## src/sv/ppd_pkg.sv

```systemverilog
// shared constants, control types and residue helper for the pulldown phase detector
package ppd_pkg;

    localparam int CNT_W     = 8;
    localparam int NUM_RES   = 5;
    localparam int PHASE_W   = 3;
    localparam int PAIR_W    = CNT_W + 1;
    localparam int CFG_W     = 9;
    localparam int CFG_IDX_W = 2;
    localparam int PROD_W    = CFG_W + CNT_W;

    // match codes
    localparam logic [1:0] KIND_P = 2'd1;

    // entry with a combing metric at or above this is noise
    localparam logic [CNT_W-1:0] NOISE_MIC = 8'd80;
    localparam logic [CNT_W-1:0] CNT_MAX   = 8'hFF;

    localparam logic [PHASE_W-1:0] PHASE_UNKNOWN = 3'd5;

    // configuration register indexes
    localparam logic [CFG_IDX_W-1:0] CFG_MIN_VALID = 2'd0;
    localparam logic [CFG_IDX_W-1:0] CFG_DOM_RATIO = 2'd1;
    localparam logic [CFG_IDX_W-1:0] CFG_KEEP_RATIO = 2'd2;

    // configuration reset values
    localparam logic [CNT_W-1:0] MIN_VALID_RST  = 8'd6;
    localparam logic [CFG_W-1:0] DOM_RATIO_RST  = 9'd230;
    localparam logic [CFG_W-1:0] KEEP_RATIO_RST = 9'd205;

    // controller to datapath commands
    typedef struct packed {
        logic count;   // word accepted, update counters
        logic last;    // accepted word closes the window
        logic eval;    // form pair sums and products
        logic decide;  // load result and clear counters
    } ppd_cmd_t;

    // datapath to controller status
    typedef struct packed {
        logic out_free;  // output register can take a word this cycle
    } ppd_status_t;

    // frame number mod 5: 16 = 1 mod 5, so nibbles add up to the same residue
    function automatic logic [PHASE_W-1:0] frame_mod5(input logic [31:0] v);
        logic [6:0] nsum;
        logic [4:0] fold;
        logic [4:0] r;
        nsum = '0;
        for (int i = 0; i < 8; i++) begin
            nsum = nsum + {3'b000, v[4*i +: 4]};
        end
        fold = {2'b00, nsum[6:4]} + {1'b0, nsum[3:0]};
        r = fold;
        if (r >= 5'd20) begin
            r = r - 5'd20;
        end else if (r >= 5'd15) begin
            r = r - 5'd15;
        end else if (r >= 5'd10) begin
            r = r - 5'd10;
        end else if (r >= 5'd5) begin
            r = r - 5'd5;
        end
        return r[PHASE_W-1:0];
    endfunction

endpackage

```

## src/sv/ppd_ctrl.sv

```systemverilog
// controller state machine for the pulldown phase detector
module ppd_ctrl
    import ppd_pkg::*;
(
    input  logic        aclk,
    input  logic        aresetn,
    input  logic        s_valid,
    input  logic        s_window_end,
    output logic        s_ready,
    input  ppd_status_t status,
    output ppd_cmd_t    cmd
);

    localparam logic [1:0] S_RUN    = 2'd0;
    localparam logic [1:0] S_PAIR   = 2'd1;
    localparam logic [1:0] S_DECIDE = 2'd2;

    logic [1:0] state_reg;
    logic [1:0] state_next;

    // words are taken only while counting
    assign s_ready = (state_reg == S_RUN);

    // command decode
    always_comb begin
        cmd.count  = (state_reg == S_RUN) && s_valid;
        cmd.last   = cmd.count && s_window_end;
        cmd.eval   = (state_reg == S_PAIR);
        cmd.decide = (state_reg == S_DECIDE) && status.out_free;
    end

    // next state
    always_comb begin
        state_next = state_reg;
        case (state_reg)
            S_RUN: begin
                if (cmd.last) begin
                    state_next = S_PAIR;
                end
            end
            S_PAIR: begin
                state_next = S_DECIDE;
            end
            S_DECIDE: begin
                if (status.out_free) begin
                    state_next = S_RUN;
                end
            end
            default: begin
                state_next = S_RUN;
            end
        endcase
    end

    always_ff @(posedge aclk) begin
        if (!aresetn) begin
            state_reg <= S_RUN;
        end else begin
            state_reg <= state_next;
        end
    end

    // a closing word always leads into the pair evaluation
    a_last_to_pair: assert property (@(posedge aclk) disable iff (!aresetn)
        cmd.last |=> (state_reg == S_PAIR))
        else $error("window end not followed by pair evaluation");

    // evaluation is always followed by the decision step
    a_pair_to_decide: assert property (@(posedge aclk) disable iff (!aresetn)
        cmd.eval |=> (state_reg == S_DECIDE))
        else $error("pair evaluation not followed by decision");

    // no word is counted while a decision is pending
    a_no_count_busy: assert property (@(posedge aclk) disable iff (!aresetn)
        (state_reg == S_PAIR || state_reg == S_DECIDE) |-> !cmd.count)
        else $error("word counted during decision");

endmodule

```

## src/sv/ppd_datapath.sv

```systemverilog
// residue counters, configuration, phase decision and output register
module ppd_datapath
    import ppd_pkg::*;
(
    input  logic                 aclk,
    input  logic                 aresetn,
    input  ppd_cmd_t             cmd,
    output ppd_status_t          status,
    input  logic [31:0]          s_frame_number,
    input  logic [1:0]           s_match_kind,
    input  logic                 s_combed,
    input  logic [CNT_W-1:0]     s_combing_metric,
    input  logic [PHASE_W-1:0]   s_phase_now,
    input  logic                 cfg_wr_en,
    input  logic [CFG_IDX_W-1:0] cfg_index,
    input  logic [CFG_W-1:0]     cfg_wr_data,
    output logic                 m_valid,
    input  logic                 m_ready,
    output logic [PHASE_W-1:0]   m_chosen_phase,
    output logic                 m_phase_changed
);

    logic [CNT_W-1:0]   cnt_reg [NUM_RES];
    logic [CNT_W-1:0]   total_reg;
    logic [CNT_W-1:0]   cfg_min_reg;
    logic [CFG_W-1:0]   cfg_dom_reg;
    logic [CFG_W-1:0]   cfg_keep_reg;
    logic [PHASE_W-1:0] cur_reg;
    logic [PHASE_W-1:0] best_idx_reg;
    logic [PHASE_W-1:0] best_idx_next;
    logic [PAIR_W-1:0]  best_sum_reg;
    logic [PAIR_W-1:0]  best_sum_next;
    logic [PAIR_W-1:0]  cur_sum_reg;
    logic [PAIR_W-1:0]  cur_sum_next;
    logic [PROD_W-1:0]  dom_prod_reg;
    logic [PROD_W-1:0]  keep_prod_reg;
    logic               below_min_reg;
    logic               m_valid_reg;
    logic [PHASE_W-1:0] m_chosen_phase_reg;
    logic               m_phase_changed_reg;

    logic               entry_ok;
    logic [PHASE_W-1:0] residue;
    logic [PAIR_W-1:0]  psum [NUM_RES];
    logic               keep_cur;
    logic [PHASE_W-1:0] chosen;

    assign status.out_free = !m_valid_reg || m_ready;
    assign m_valid         = m_valid_reg;
    assign m_chosen_phase  = m_chosen_phase_reg;
    assign m_phase_changed = m_phase_changed_reg;

    // entry qualification and residue of the frame number
    assign entry_ok = (s_match_kind == KIND_P) && (s_combing_metric < NOISE_MIC) && !s_combed;
    assign residue  = frame_mod5(s_frame_number);

    // configuration registers
    always_ff @(posedge aclk) begin
        if (!aresetn) begin
            cfg_min_reg  <= MIN_VALID_RST;
            cfg_dom_reg  <= DOM_RATIO_RST;
            cfg_keep_reg <= KEEP_RATIO_RST;
        end else if (cfg_wr_en) begin
            case (cfg_index)
                CFG_MIN_VALID:  cfg_min_reg  <= cfg_wr_data[CNT_W-1:0];
                CFG_DOM_RATIO:  cfg_dom_reg  <= cfg_wr_data;
                CFG_KEEP_RATIO: cfg_keep_reg <= cfg_wr_data;
                default: ;
            endcase
        end
    end

    // saturating residue counters, cleared after each decision
    for (genvar g = 0; g < NUM_RES; g++) begin : g_cnt
        always_ff @(posedge aclk) begin
            if (!aresetn || cmd.decide) begin
                cnt_reg[g] <= '0;
            end else if (cmd.count && entry_ok && residue == PHASE_W'(g)
                         && cnt_reg[g] != CNT_MAX) begin
                cnt_reg[g] <= cnt_reg[g] + 1'b1;
            end
        end
    end

    // saturating valid total
    always_ff @(posedge aclk) begin
        if (!aresetn || cmd.decide) begin
            total_reg <= '0;
        end else if (cmd.count && entry_ok && total_reg != CNT_MAX) begin
            total_reg <= total_reg + 1'b1;
        end
    end

    // phase in force, out of range codes count as unknown
    always_ff @(posedge aclk) begin
        if (cmd.last) begin
            cur_reg <= (s_phase_now > PHASE_UNKNOWN) ? PHASE_UNKNOWN : s_phase_now;
        end
    end

    // adjacent pair sums, best pair search and current pair pick
    always_comb begin
        for (int i = 0; i < NUM_RES; i++) begin
            psum[i] = {1'b0, cnt_reg[i]} + {1'b0, cnt_reg[(i + 1) % NUM_RES]};
        end
        best_idx_next = '0;
        best_sum_next = psum[0];
        for (int i = 1; i < NUM_RES; i++) begin
            if (psum[i] > best_sum_next) begin
                best_sum_next = psum[i];
                best_idx_next = PHASE_W'(i);
            end
        end
        cur_sum_next = '0;
        for (int i = 0; i < NUM_RES; i++) begin
            if (cur_reg == PHASE_W'(i)) begin
                cur_sum_next = psum[i];
            end
        end
    end

    // evaluation stage: pair results and ratio products
    always_ff @(posedge aclk) begin
        if (cmd.eval) begin
            best_idx_reg  <= best_idx_next;
            best_sum_reg  <= best_sum_next;
            cur_sum_reg   <= cur_sum_next;
            below_min_reg <= total_reg < cfg_min_reg;
            dom_prod_reg  <= {{CNT_W{1'b0}}, cfg_dom_reg} * {{CFG_W{1'b0}}, total_reg};
            keep_prod_reg <= {{CNT_W{1'b0}}, cfg_keep_reg} * {{CFG_W{1'b0}}, total_reg};
        end
    end

    // keep or switch decision
    always_comb begin
        keep_cur = below_min_reg
                || ({best_sum_reg, 8'h00} < dom_prod_reg)
                || ((cur_reg != PHASE_UNKNOWN) && ({cur_sum_reg, 8'h00} >= keep_prod_reg));
        chosen   = keep_cur ? cur_reg : best_idx_reg;
    end

    // output register
    always_ff @(posedge aclk) begin
        if (!aresetn) begin
            m_valid_reg <= 1'b0;
        end else if (cmd.decide) begin
            m_valid_reg <= 1'b1;
        end else if (m_ready) begin
            m_valid_reg <= 1'b0;
        end
    end

    always_ff @(posedge aclk) begin
        if (cmd.decide) begin
            m_chosen_phase_reg  <= chosen;
            m_phase_changed_reg <= (chosen != cur_reg);
        end
    end

    // no residue counter can run ahead of the valid total
    a_total_bounds: assert property (@(posedge aclk) disable iff (!aresetn)
        total_reg >= cnt_reg[0] && total_reg >= cnt_reg[1] && total_reg >= cnt_reg[2]
        && total_reg >= cnt_reg[3] && total_reg >= cnt_reg[4])
        else $error("residue counter exceeds valid total");

    // counters start empty after a decision
    a_clear_after_decide: assert property (@(posedge aclk) disable iff (!aresetn)
        cmd.decide |=> (total_reg == '0))
        else $error("valid total not cleared after decision");

    // a decision never overwrites a word still waiting
    a_no_overwrite: assert property (@(posedge aclk) disable iff (!aresetn)
        cmd.decide |-> (!m_valid_reg || m_ready))
        else $error("result overwritten before taken");

    // a delivered phase is a known phase or unknown
    a_phase_range: assert property (@(posedge aclk) disable iff (!aresetn)
        m_valid_reg |-> (m_chosen_phase_reg <= PHASE_UNKNOWN))
        else $error("chosen phase out of range");

endmodule

```

## src/sv/pulldown_phase_detector.sv

```systemverilog
// 3:2 pulldown cadence phase detector, top level
// throughput: one word per cycle inside a window; after the closing word s_ready stays low
//   while pair sums and ratio products are formed (S_PAIR) and compared (S_DECIDE),
//   and for as long as an earlier result still waits on m_ready
// result path: pair results are registered in S_PAIR, then loaded into the output register in S_DECIDE
// reset: synchronous active-low aresetn clears counters and output, loads default ratios
module pulldown_phase_detector
    import ppd_pkg::*;
(
    input  logic                 aclk,
    input  logic                 aresetn,
    input  logic                 s_valid,
    output logic                 s_ready,
    input  logic [31:0]          s_frame_number,
    input  logic [1:0]           s_match_kind,
    input  logic                 s_combed,
    input  logic [CNT_W-1:0]     s_combing_metric,
    input  logic [PHASE_W-1:0]   s_phase_now,
    input  logic                 s_window_end,
    output logic                 m_valid,
    input  logic                 m_ready,
    output logic [PHASE_W-1:0]   m_chosen_phase,
    output logic                 m_phase_changed,
    input  logic                 cfg_wr_en,
    input  logic [CFG_IDX_W-1:0] cfg_index,
    input  logic [CFG_W-1:0]     cfg_wr_data
);

    ppd_cmd_t    cmd;
    ppd_status_t status;

    // sequencing
    ppd_ctrl u_ctrl (
        .aclk         (aclk),
        .aresetn      (aresetn),
        .s_valid      (s_valid),
        .s_window_end (s_window_end),
        .s_ready      (s_ready),
        .status       (status),
        .cmd          (cmd)
    );

    // counting and decision
    ppd_datapath u_datapath (
        .aclk             (aclk),
        .aresetn          (aresetn),
        .cmd              (cmd),
        .status           (status),
        .s_frame_number   (s_frame_number),
        .s_match_kind     (s_match_kind),
        .s_combed         (s_combed),
        .s_combing_metric (s_combing_metric),
        .s_phase_now      (s_phase_now),
        .cfg_wr_en        (cfg_wr_en),
        .cfg_index        (cfg_index),
        .cfg_wr_data      (cfg_wr_data),
        .m_valid          (m_valid),
        .m_ready          (m_ready),
        .m_chosen_phase   (m_chosen_phase),
        .m_phase_changed  (m_phase_changed)
    );

endmodule

```

## config.mk

```make
export PLATFORM = sky130hd
export DESIGN_NAME = pulldown_phase_detector
export DESIGN_NICKNAME = d
export VERILOG_FILES = /design/src/sv/ppd_pkg.sv /design/src/sv/ppd_ctrl.sv /design/src/sv/ppd_datapath.sv /design/src/sv/pulldown_phase_detector.sv
export SDC_FILE = /design/constraint.sdc
export NUM_CORES = 1
export LEC_CHECK = 0
export BUFFER_PORTS_ARGS = -buffer_cell sky130_fd_sc_hd__buf_2
export CORE_AREA = 2 2 282 228
export CTS_CLUSTER_DIAMETER = 40
export DETAILED_ROUTE_END_ITERATION = 7
export DIE_AREA = 0 0 284 230
export SETUP_SLACK_MARGIN = 0.02
export SYNTH_ARGS = -nofsm -noshare
export SYNTH_HDL_FRONTEND = slang
export SYNTH_SLANG_ARGS = --single-unit
export TNS_END_PERCENT = 5
```

## constraint.sdc

```tcl
create_clock -name aclk -period 24.8 [get_ports aclk]
set_clock_uncertainty 0.05 [all_clocks]
set_input_delay 1.24 -clock aclk [delete_from_list [all_inputs] [get_ports aclk]]
set_output_delay 1.24 -clock aclk [all_outputs]
set_load 0.01 [all_outputs]
```

==> metrics.txt, run 1 <==
status finished, final reports clean; htree depth 4; number of hold buffers added after CTS 0; crit-path most repeated cell o21ai_0; Synth top area share roughly 20%; syn avg cell area a little over 9 µm²; FP Rows ~80; Post CTS Setup Buffer Count 0; register clock-pin slew on the reported worst setup and hold paths about 60 ps; Achievable Freq ~80 MHz; final non-filler cell area 17300 µm²; largest net degree at the start of global routing 58; antenna cell count 0; Slew headroom approximately a quarter; top post-synthesis cells by area edfxtp_1, ha_1, fa_1, inv_1, dfxtp_1; Netlist cell types 80; Largest register FFs 40; core box area 62400 µm²; CTS tree done; max-slew violations 0; sequential element share of the synthesized area 24.8%; PortBufs 64; hpwl dp 29800 µm; gr busiest metal met2; Initial Utilization 24.8%; clk sinks 140; Root Buffer clkbuf_16; drt first pass iters 5; ys async rst share 0%; Routed Antenna Nets 0; # resized after CTS 0; Crit-path slowest cell a211oi_1; RSZ-0062 raised after global routing false; Min-Delay Path Class register to register; Num CTS Buffers 17; max cap viols 0; Placed Area 16700 µm²; total power 2.40 mW; Vert. Die Dim roughly 230 µm; Area growth syn-to-layout 12.1%; Die Wd 284 µm; vias in the first global route 12392; VDD IR-drop max 0.189 mV; Pleak 8.09 nW; Crit Path Max Fanout 13; Yosys top cell by area edfxtp_1; Clk Latency, worst-skew pair 440 ps; setup_tns 0 ps; synthesis warning total 0; flop and latch count out of synthesis 140; via count around 12000; M3 GR Usage 1.71%; first-pass GRT wire length 62900 µm; Setup crit end kind register; endpoints failing setup 0; Mapped Nets 2049; initial DRC count 835; crit-path max cell delay 680 ps; Primary FF master, synth edfxtp_1; EDFF count, synth 103; routed wire length 37400 µm; final net count 2093; period utilization roughly 50%; Post-synth top cells inv_1, ha_1, nand2_1, fa_1, edfxtp_1; die area 65300 µm²; maximum clock path buffer count 2; pwr dens 139 nW/µm²; WL/cell 14.6 µm; worst slew pin tran 1120 ps; IO Count just under 70; crit path kind register to register; Netlist Area Pre-Place 15500 µm²; most used standard cell by instance count after synthesis inv_1; Overflow after GRT 0; ratio of cells with drive above 1 in the final layout 9.48%; gr usage total 11.8%; routability cong. 0.865; Crit path required time 24920 ps; post-route minimum period 12350 ps; DRC Markers 0; Final Hold Viols 0; initial antenna violation count 0; grt met1 use between 15 and 20%; Data arrival, critical path 12470 ps; Worst setup SP type register; cell count after synthesis between 1500 and 2000; vias per cell 4.62; GR Layer Usage met2 18.7%
[cells by family after synthesis]
family,Yosys count,share of synthesized area [%]
XOR/XNOR,98,5.97
AND/OR/NAND/NOR,531,17.3
adder cells (fa/ha/maj),314,30.7
multiplexers,22,1.99
AO/OA/AOI/OAI,282,12.3
flip-flops,140,24.8
buffers and inverters,286,7.02
[layer usage]
metal / share of wire, % / up-vias
li1: - / 5750
met5: 0 / -
met1: 50 / 5800
met4: 1.0 / 0
met2: 43 / 279
met3: 5.1 / 32
[metrics by stage]
| stage | setup WS, ps | hold slack [ps] | util (%) | cells |
|---|---|---|---|---|
| final | 12450 | 458 | 27.8 | 2570 |
| after global routing | 11700 | 491 | 27.8 | 2570 |
| after CTS | 12720 | 461 | 27.8 | 2570 |
| after detailed placement | 12780 | 449 | 26.8 | 2538 |
| after global placement | 13010 | 446 | 26.8 | 2538 |
| after floorplan | 15140 | 430 | - | 1673 |
[layout by cell type, fill, tap and decap left out, types with 8 or more instances in the layout]
cell       count
nand4_1       10
fa_1         109
a21oi_1       77
nand2_1      155
o21bai_1      10
o21a_1        11
xor2_1        37
dfxtp_1       37
o21ai_0       53
nor2_1        97
buf_2         64
a21boi_0      17
nand3_1       57
mux2_2        10
o211ai_1       9
buf_4         11
nand2b_1      16
nor2_2         8
ha_1         204
and2_1        90
nor2b_1       22
nor3_1        18
a21o_1        31
xnor2_1       55
a211oi_1       9
and3_1        16
clkbuf_16     17
inv_1        235
edfxtp_1     103
o22ai_1        8
[power by group]
group | switching (mW) | internal, mW | total, mW
Clock | 0.105 | 0.162 | 0.267
Sequential | 0.0274 | 0.299 | 0.327
Combinational | 1.11 | 0.697 | 1.81
[worst paths after layout]
check	start	to	slack [ps]	depth (start not counted)
worst max register to register	u_datapath.cnt_reg[0][0]	u_datapath.best_sum_reg[2]	12450	46
worst min register to register	u_datapath.cfg_min_reg[1]	u_datapath.cfg_min_reg[1]	460	2
worst min-delay path	u_datapath.cfg_min_reg[1]	u_datapath.cfg_min_reg[1]	460	2
worst max-delay path	u_datapath.cnt_reg[0][0]	u_datapath.best_sum_reg[2]	12450	46
[layout make-up]
class | instances | area [µm²]
repair buffers | 75 | 403
inverters | 236 | 886
fillers | 6646 | 45000
clock inverters | 12 | 164
multi-input cells | 1247 | 10500
well taps | 840 | 1050
flip-flops and latches | 140 | 3830
clock buffers | 20 | 447
[worst max-delay path, delay by kind of cell (launching register included)]
family | cells | cell delay (ps)
buffers and inverters | 4 | 610
DFF | 1 | 560
adders and majority gates | 6 | 1880
AOI/OAI and AO/OA | 25 | 6180
muxes | 2 | 790
and+or+nand+nor | 9 | 1990
(Power assumes the default switching activity.)
==> run 2: changes to the inputs <==
Clock period 24.8 ns to 10.6 ns, I/O delays scaled along.
==> run 2 against run 1 <==
Effect of this change: global-route usage rose by 0.078 points; critical endpoint unchanged; highest routed layer unchanged; wire length rose by 2.0%; largest cell class unchanged; combinational power grew 140%; sequential share of layout area shrank 0.16 points; final cell count up 0.93%; critical path type unchanged.
==> metrics.txt, run 2 (synthesized netlist as in run 1, its figures left out) <==
WL/cell 14.7 µm (+1.1%); endpoints failing setup 0 (unchanged); vias in the first global route 12102 (-2.3%); max cap viols 0 (unchanged); Comb power frac 77.1% (+1.8 points); Pleak 8.18 nW (+1.2%); pwr dens 329 nW/µm² (+140%); core box area 62400 µm² (unchanged); vias per cell 4.63 (+0.36%); clk sinks 140 (unchanged); Data arrival, critical path 10120 ps (-2350 ps); Die Wd 284 µm (unchanged); die area 65300 µm² (unchanged); initial DRC count 912 (+9.2%); Initial Utilization 24.8% (unchanged); Setup crit end kind register; cell-internal power 2.83 mW (+140%); Crit path required time 10720 ps (-14200 ps); worst slew pin tran 1150 ps (+30.4 ps); final hold slack 254 ps (-203 ps); drt first pass iters 5 (unchanged); Clk Latency, worst-skew pair 430 ps (about the same); Final Hold Viols 0 (unchanged); Slew headroom 22.7% (-2.0 points); initial antenna violation count 0 (unchanged); htree depth 4 (unchanged); clock share of power 9.5% (-1.6 points); largest net degree at the start of global routing 58 (unchanged); RSZ-0062 raised after global routing false; post-route minimum period 10000 ps (-2350 ps); crit path kind register to register; crit-path most repeated cell a21oi_1; Root Buffer clkbuf_16; Min-Delay Path Class input port to register; switching pwr 2.91 mW (+130%); VDD IR-drop max 0.387 mV (+110%); most frequent cells in the layout inv_1, ha_1, nand2_1, fa_1, edfxtp_1; period utilization 94.3% (+45 points); gr usage total 11.9% (+0.078 points); Fill cells 6671 (+0.38%); Placed Area 16900 µm² (+0.90%); Worst setup SP type register; routed wire length 38200 µm (+2.0%); Vert. Die Dim 230 µm (unchanged); register clock-pin slew on the reported worst setup and hold paths 60 ps (about the same); Area growth syn-to-layout 13.0%; FP Rows 82 (unchanged); commonest non-fill, non-tap cell in the layout inv_1; final net count 2117 (+1.1%); status finished, final reports clean; total power 5.74 mW (+140%); setup_tns 0 ps (unchanged); Flop pwr share 13.4% (-0.2 points); IO Count 69 (unchanged); switching portion of total power 50.7% (-1.1 points); crit-path max cell delay 530 ps (-150 ps); Largest register FFs 40 (unchanged); max-slew violations 0 (unchanged); via count 12015 (+1.3%); ratio of cells with drive above 1 in the final layout 11.1% (+1.6 points); antenna cell count 0 (unchanged); final core occ 28.0% (+0.21 points); first-pass GRT wire length 62900 µm (about the same); CTS tree done; Routed Antenna Nets 0 (unchanged); Num CTS Buffers 17 (unchanged); Achievable Freq 100 MHz (+24%); DRC Markers 0 (unchanged); PortBufs 64 (unchanged); Crit Path Max Fanout 11 (-2); maximum clock path buffer count 2 (unchanged); routability cong. 0.883 (+2.0%); hpwl dp 31100 µm (+4.2%); final non-filler cell area 17500 µm² (+0.75%); Crit-path slowest cell or4b_1; Overflow after GRT 0 (unchanged)
-- run 2: changes by cell type in the layout (fill, tap and decap cells not counted), sizes merged --
cell      previous run  this run
buf                 75        99
clkinvlp             4         1
bufinv               3         0
clkinv               3         9
-- run 2: routing by layer --
layer | track usage [%] | wire length (µm) | up-vias
met3 | 2.00 | 2600 | 38
met5 | 0 | 0 | -
met4 | 2.57 | 531 | 0
met1 | 18.0 | 19400 | 5825
met2 | 17.7 | 15700 | 341
li1 | - | - | 5811
-- run 2: layout make-up --
cell class                      count  area, µm²  share of cell area (%)
Sequential cell                   140       3830                    22.0
Tap cell                          840       1050                    6.02
Inverter                          236        886                    5.07
Clock buffer                       20        447                    2.56
Clock inverter                     12       92.6                   0.530
Multi-Input combinational cell   1247      10600                    60.5
Timing Repair Buffer               99        583                    3.34
-- run 2: path summary, 6_finish.rpt --
kind                              from                          to  slack (ps)  depth (start not counted)
max           u_datapath.cnt_reg[2][0]  u_datapath.best_sum_reg[2]         600                         47
min                     s_phase_now[2]       u_datapath.cur_reg[2]         250                          1
max reg2reg   u_datapath.cnt_reg[2][0]  u_datapath.best_sum_reg[2]         600                         47
min reg2reg  u_datapath.cfg_min_reg[1]   u_datapath.cfg_min_reg[1]         450                          2
-- run 2: metrics by stage --
stage	std cells	setup slack, ps
floorplan	1673	939
global route	2594	19.4
finish	2594	603
CTS	2590	339
detailed placement	2558	391
global placement	2558	476
-- run 2: power by group through the flow --
stage | Sequential, mW | Combinational, mW | Clock [mW]
finish | 0.767 | 4.42 | 0.548
global route | 0.774 | 4.85 | 0.584
CTS | 0.767 | 4.34 | 0.563
detailed placement | 0.777 | 4.31 | 0
global placement | 0.777 | 4.21 | 0
floorplan | 0.742 | 3.24 | 0
-- run 2: worst max-delay path, delay by kind of cell, from the launching register on --
family / cells / cell delay (ps)
AO/OA/AOI/OAI: 28 / 4740
XOR/XNOR: 1 / 290
adder cells (fa/ha/maj): 6 / 1730
buffers and inverters: 3 / 450
flip-flops: 1 / 440
multiplexers: 1 / 70
AND/OR/NAND/NOR: 8 / 1960
-- run 2: what timing repair did --
action                     in CTS  in global routing
resized for setup               0                  8
setup endpoints to repair       0                 12
hold buffers                    0                  0
setup buffers                   0                  4
==> run 3: changes to the inputs <==
Settings changed: ABC_AREA from default to 1, CORE_AREA 2 2 282 228 to 8 8 285 232, DIE_AREA 0 0 284 230 to 0 0 293 240, HOLD_SLACK_MARGIN from default to 0.03.
==> run 3 against run 2 <==
Effect of this change: setup slack improved by 650 ps; critical endpoint is now u_datapath.best_sum_reg[8]; die area is 7.7% higher; final cell count rose by 6.8%; via count fell by 1.9%.
==> metrics.txt, run 3 <==
status finished, final reports clean; Vert. Die Dim 240 µm (+4.3%); max cap viols 0 (unchanged); r2r setup slk 1250 ps (+650 ps); setup_tns 0 ps (unchanged); register clock-pin slew on the reported worst setup and hold paths 60 ps (about the same); most frequent cells in the layout nand2_1, inv_1, ha_1, fa_1, a21oi_1; simple-gate share of the synthesized area 19.8% (+2.5 points); largest net degree at the start of global routing 57 (-1.7%); Die Wd 293 µm (+3.2%); XOR/XNOR Fraction of Synth Area 5.45% (-0.51 points); Overflow after GRT 0 (unchanged); Post CTS Setup Buffer Count 0 (unchanged); Crit-path slowest cell edfxtp_1; crit path kind register to register; main combinational cell family by area after synthesis adder cells; FP Rows 82 (unchanged); RSZ-0062 raised after global routing false; first-pass GRT wire length 58700 µm (-6.7%); PortBufs 64 (unchanged); antenna cell count 0 (unchanged); final net count 2294 (+8.4%); Worst Setup EP u_datapath.best_sum_reg[8]; endpoints failing setup 0 (unchanged); max-slew violations 0 (unchanged); ys async rst share 0% (unchanged); clk sinks 140 (unchanged); Yosys top cell by area edfxtp_1; M3 GR Usage 1.57% (-0.44 points); most used standard cell by instance count after synthesis nand2_1; Setup crit start u_datapath.cnt_reg[2][0]; Worst setup SP type register; initial DRC count 702 (-23%); routability cong. 0.888 (+0.60%); CTS tree done; flop and latch count out of synthesis 140 (unchanged); Slew headroom 30.1% (+7.4 points); complex-gate fraction of the synthesized area 7.90% (-4.4 points); Num CTS Buffers 17 (unchanged); Setup crit end kind register; Netlist Area Pre-Place 15200 µm² (-1.6%); Root Buffer clkbuf_16; gr usage total 10.2% (-1.7 points); initial antenna violation count 0 (unchanged); mux share of post-synthesis cell area 0% (-2.0 points); Area growth syn-to-layout 12.1%; WL/cell 12.7 µm (-14%); crit-path most repeated cell nand2_1; Min-Delay Path Class input port to register; DRC Markers 0 (unchanged); gr busiest metal met2; Mapped Nets 2248 (+9.7%); worst slew pin tran 1050 ps (-100 ps); period utilization 88.2% (-6.1 points); Achievable Freq 107 MHz (+6.9%); RR Endpoint u_datapath.best_sum_reg[8]; Data arrival, critical path 9480 ps (-640 ps); post-route minimum period 9350 ps (-649 ps); Final Hold Viols 0 (unchanged); maximum clock path buffer count 2 (unchanged); sequential element share of the synthesized area 25.2% (+0.40 points); grt met1 use 14.9% (-3.0 points); drt first pass iters 5 (unchanged); Post-synth top cells nand2_1, inv_1, ha_1, fa_1, a21oi_1; Largest register FFs 40 (unchanged); die area 70300 µm² (+7.7%); adder-cell share of the synthesized area 31.1% (+0.43 points); Primary FF master, synth edfxtp_1; htree depth 4 (unchanged); syn avg cell area 8.13 µm² (-12%); GR Layer Usage met2 15.8% (-1.9 points); number of hold buffers added after CTS 0 (unchanged); FF-to-FF path depth 55 (+17%); final non-filler cell area 17100 µm² (-2.3%); cell count after synthesis 1872 (+12%); Crit Path Max Fanout 12 (+1); crit-path max cell delay 520 ps (about the same); IO Count 69 (unchanged); worst r2r src u_datapath.cnt_reg[2][0]; vias per cell 4.26 (-8.1%); EDFF count, synth 103 (unchanged); Worst Hold Path Cells 1 (unchanged); Synth top area share 20.3% (+0.32 points); via count 11792 (-1.9%); # resized after CTS 0 (unchanged); ratio of cells with drive above 1 in the final layout 7.10% (-4.0 points); hpwl dp 28400 µm (-8.6%); Crit path required time 10740 ps (+20 ps); Netlist cell types 51 (-36%); commonest non-fill, non-tap cell in the layout nand2_1; Routed Antenna Nets 0 (unchanged); core box area 61700 µm² (-1.2%); Placed Area 16500 µm² (-2.4%); vias in the first global route 11833 (-2.2%); synthesis warning total 0 (unchanged); top post-synthesis cells by area edfxtp_1, ha_1, fa_1, nand2_1, inv_1; Initial Utilization 24.7% (-0.11 points); routed wire length 35100 µm (-8.2%); Clk Latency, worst-skew pair 440 ps (about the same)
[run 3: cell types whose count changed in the layout (fill, tap and decap cells not counted), moves of 16 or more]
cell,before,now
a21o_1,31,5
a21oi_1,76,106
and2_1,89,12
and3_1,16,0
buf_4,35,7
inv_1,235,377
nand2_1,155,407
nand2b_1,16,0
nand3_1,57,104
nor2b_1,22,0
xnor2_1,55,34
xor2_1,37,57
[run 3: worst max-delay path, delay by kind of cell (launching register included)]
kind	cells	cell delay [ps]
DFF	1	520
AOI/OAI and AO/OA	14	1980
and+or+nand+nor	31	3760
adders and majority gates	6	1800
buffers and inverters	4	990
[run 3: routing by layer]
layer,vias to the layer above,share of wire (%)
met4,2,0.74
met2,211,42
met3,21,4.2
met5,-,0.037
li1,6038,-
met1,5520,53
[run 3: how the worst min path moves through the flow]
stage                               from                   endpoint  slack (ps)
2_1_floorplan  u_datapath.cfg_min_reg[3]  u_datapath.cfg_min_reg[3]         380
4_1_cts                   s_phase_now[2]      u_datapath.cur_reg[2]         220
3_5_place_dp   u_datapath.cfg_min_reg[6]  u_datapath.cfg_min_reg[6]         400
6_report                  s_phase_now[2]      u_datapath.cur_reg[2]         250
3_3_place_gp   u_datapath.cfg_min_reg[4]  u_datapath.cfg_min_reg[4]         400
5_1_grt                   s_phase_now[2]      u_datapath.cur_reg[2]         230
[run 3: cell type report]
type                    instances  area (µm²)
fillers                      6606       44600
multi-input cells            1304        9770
flip-flops and latches        140        3830
inverters                     384        1440
well taps                     840        1050
clock buffers                  24         536
repair buffers                 71         373
clock inverters                 7        46.3
[run 3: stage by stage]
stage / setup slack, ps / std cells / utilization (%) / hold WS [ps]
4_1_cts: 1370 / 2770 / 27.7 / 218
3_5_place_dp: 1430 / 2739 / 26.7 / 404
5_1_grt: 89.7 / 2770 / 27.7 / 229
6_report: 1250 / 2770 / 27.7 / 245
3_3_place_gp: 1560 / 2739 / 26.7 / 404
2_1_floorplan: 3200 / 1872 / - / 385
[run 3: logic make-up (layout without fill, tap and decap cells)]
group                    Yosys count  count (layout)
XOR/XNOR                          93              93
buffers and inverters            428             486
adder cells (fa/ha/maj)          313             313
flip-flops                       140             140
AND/OR/NAND/NOR                  689             689
AO/OA/AOI/OAI                    209             209
Power of run 3 is not shown: default switching activity piles up to over one toggle a cycle in this logic, so the estimate is an artifact.
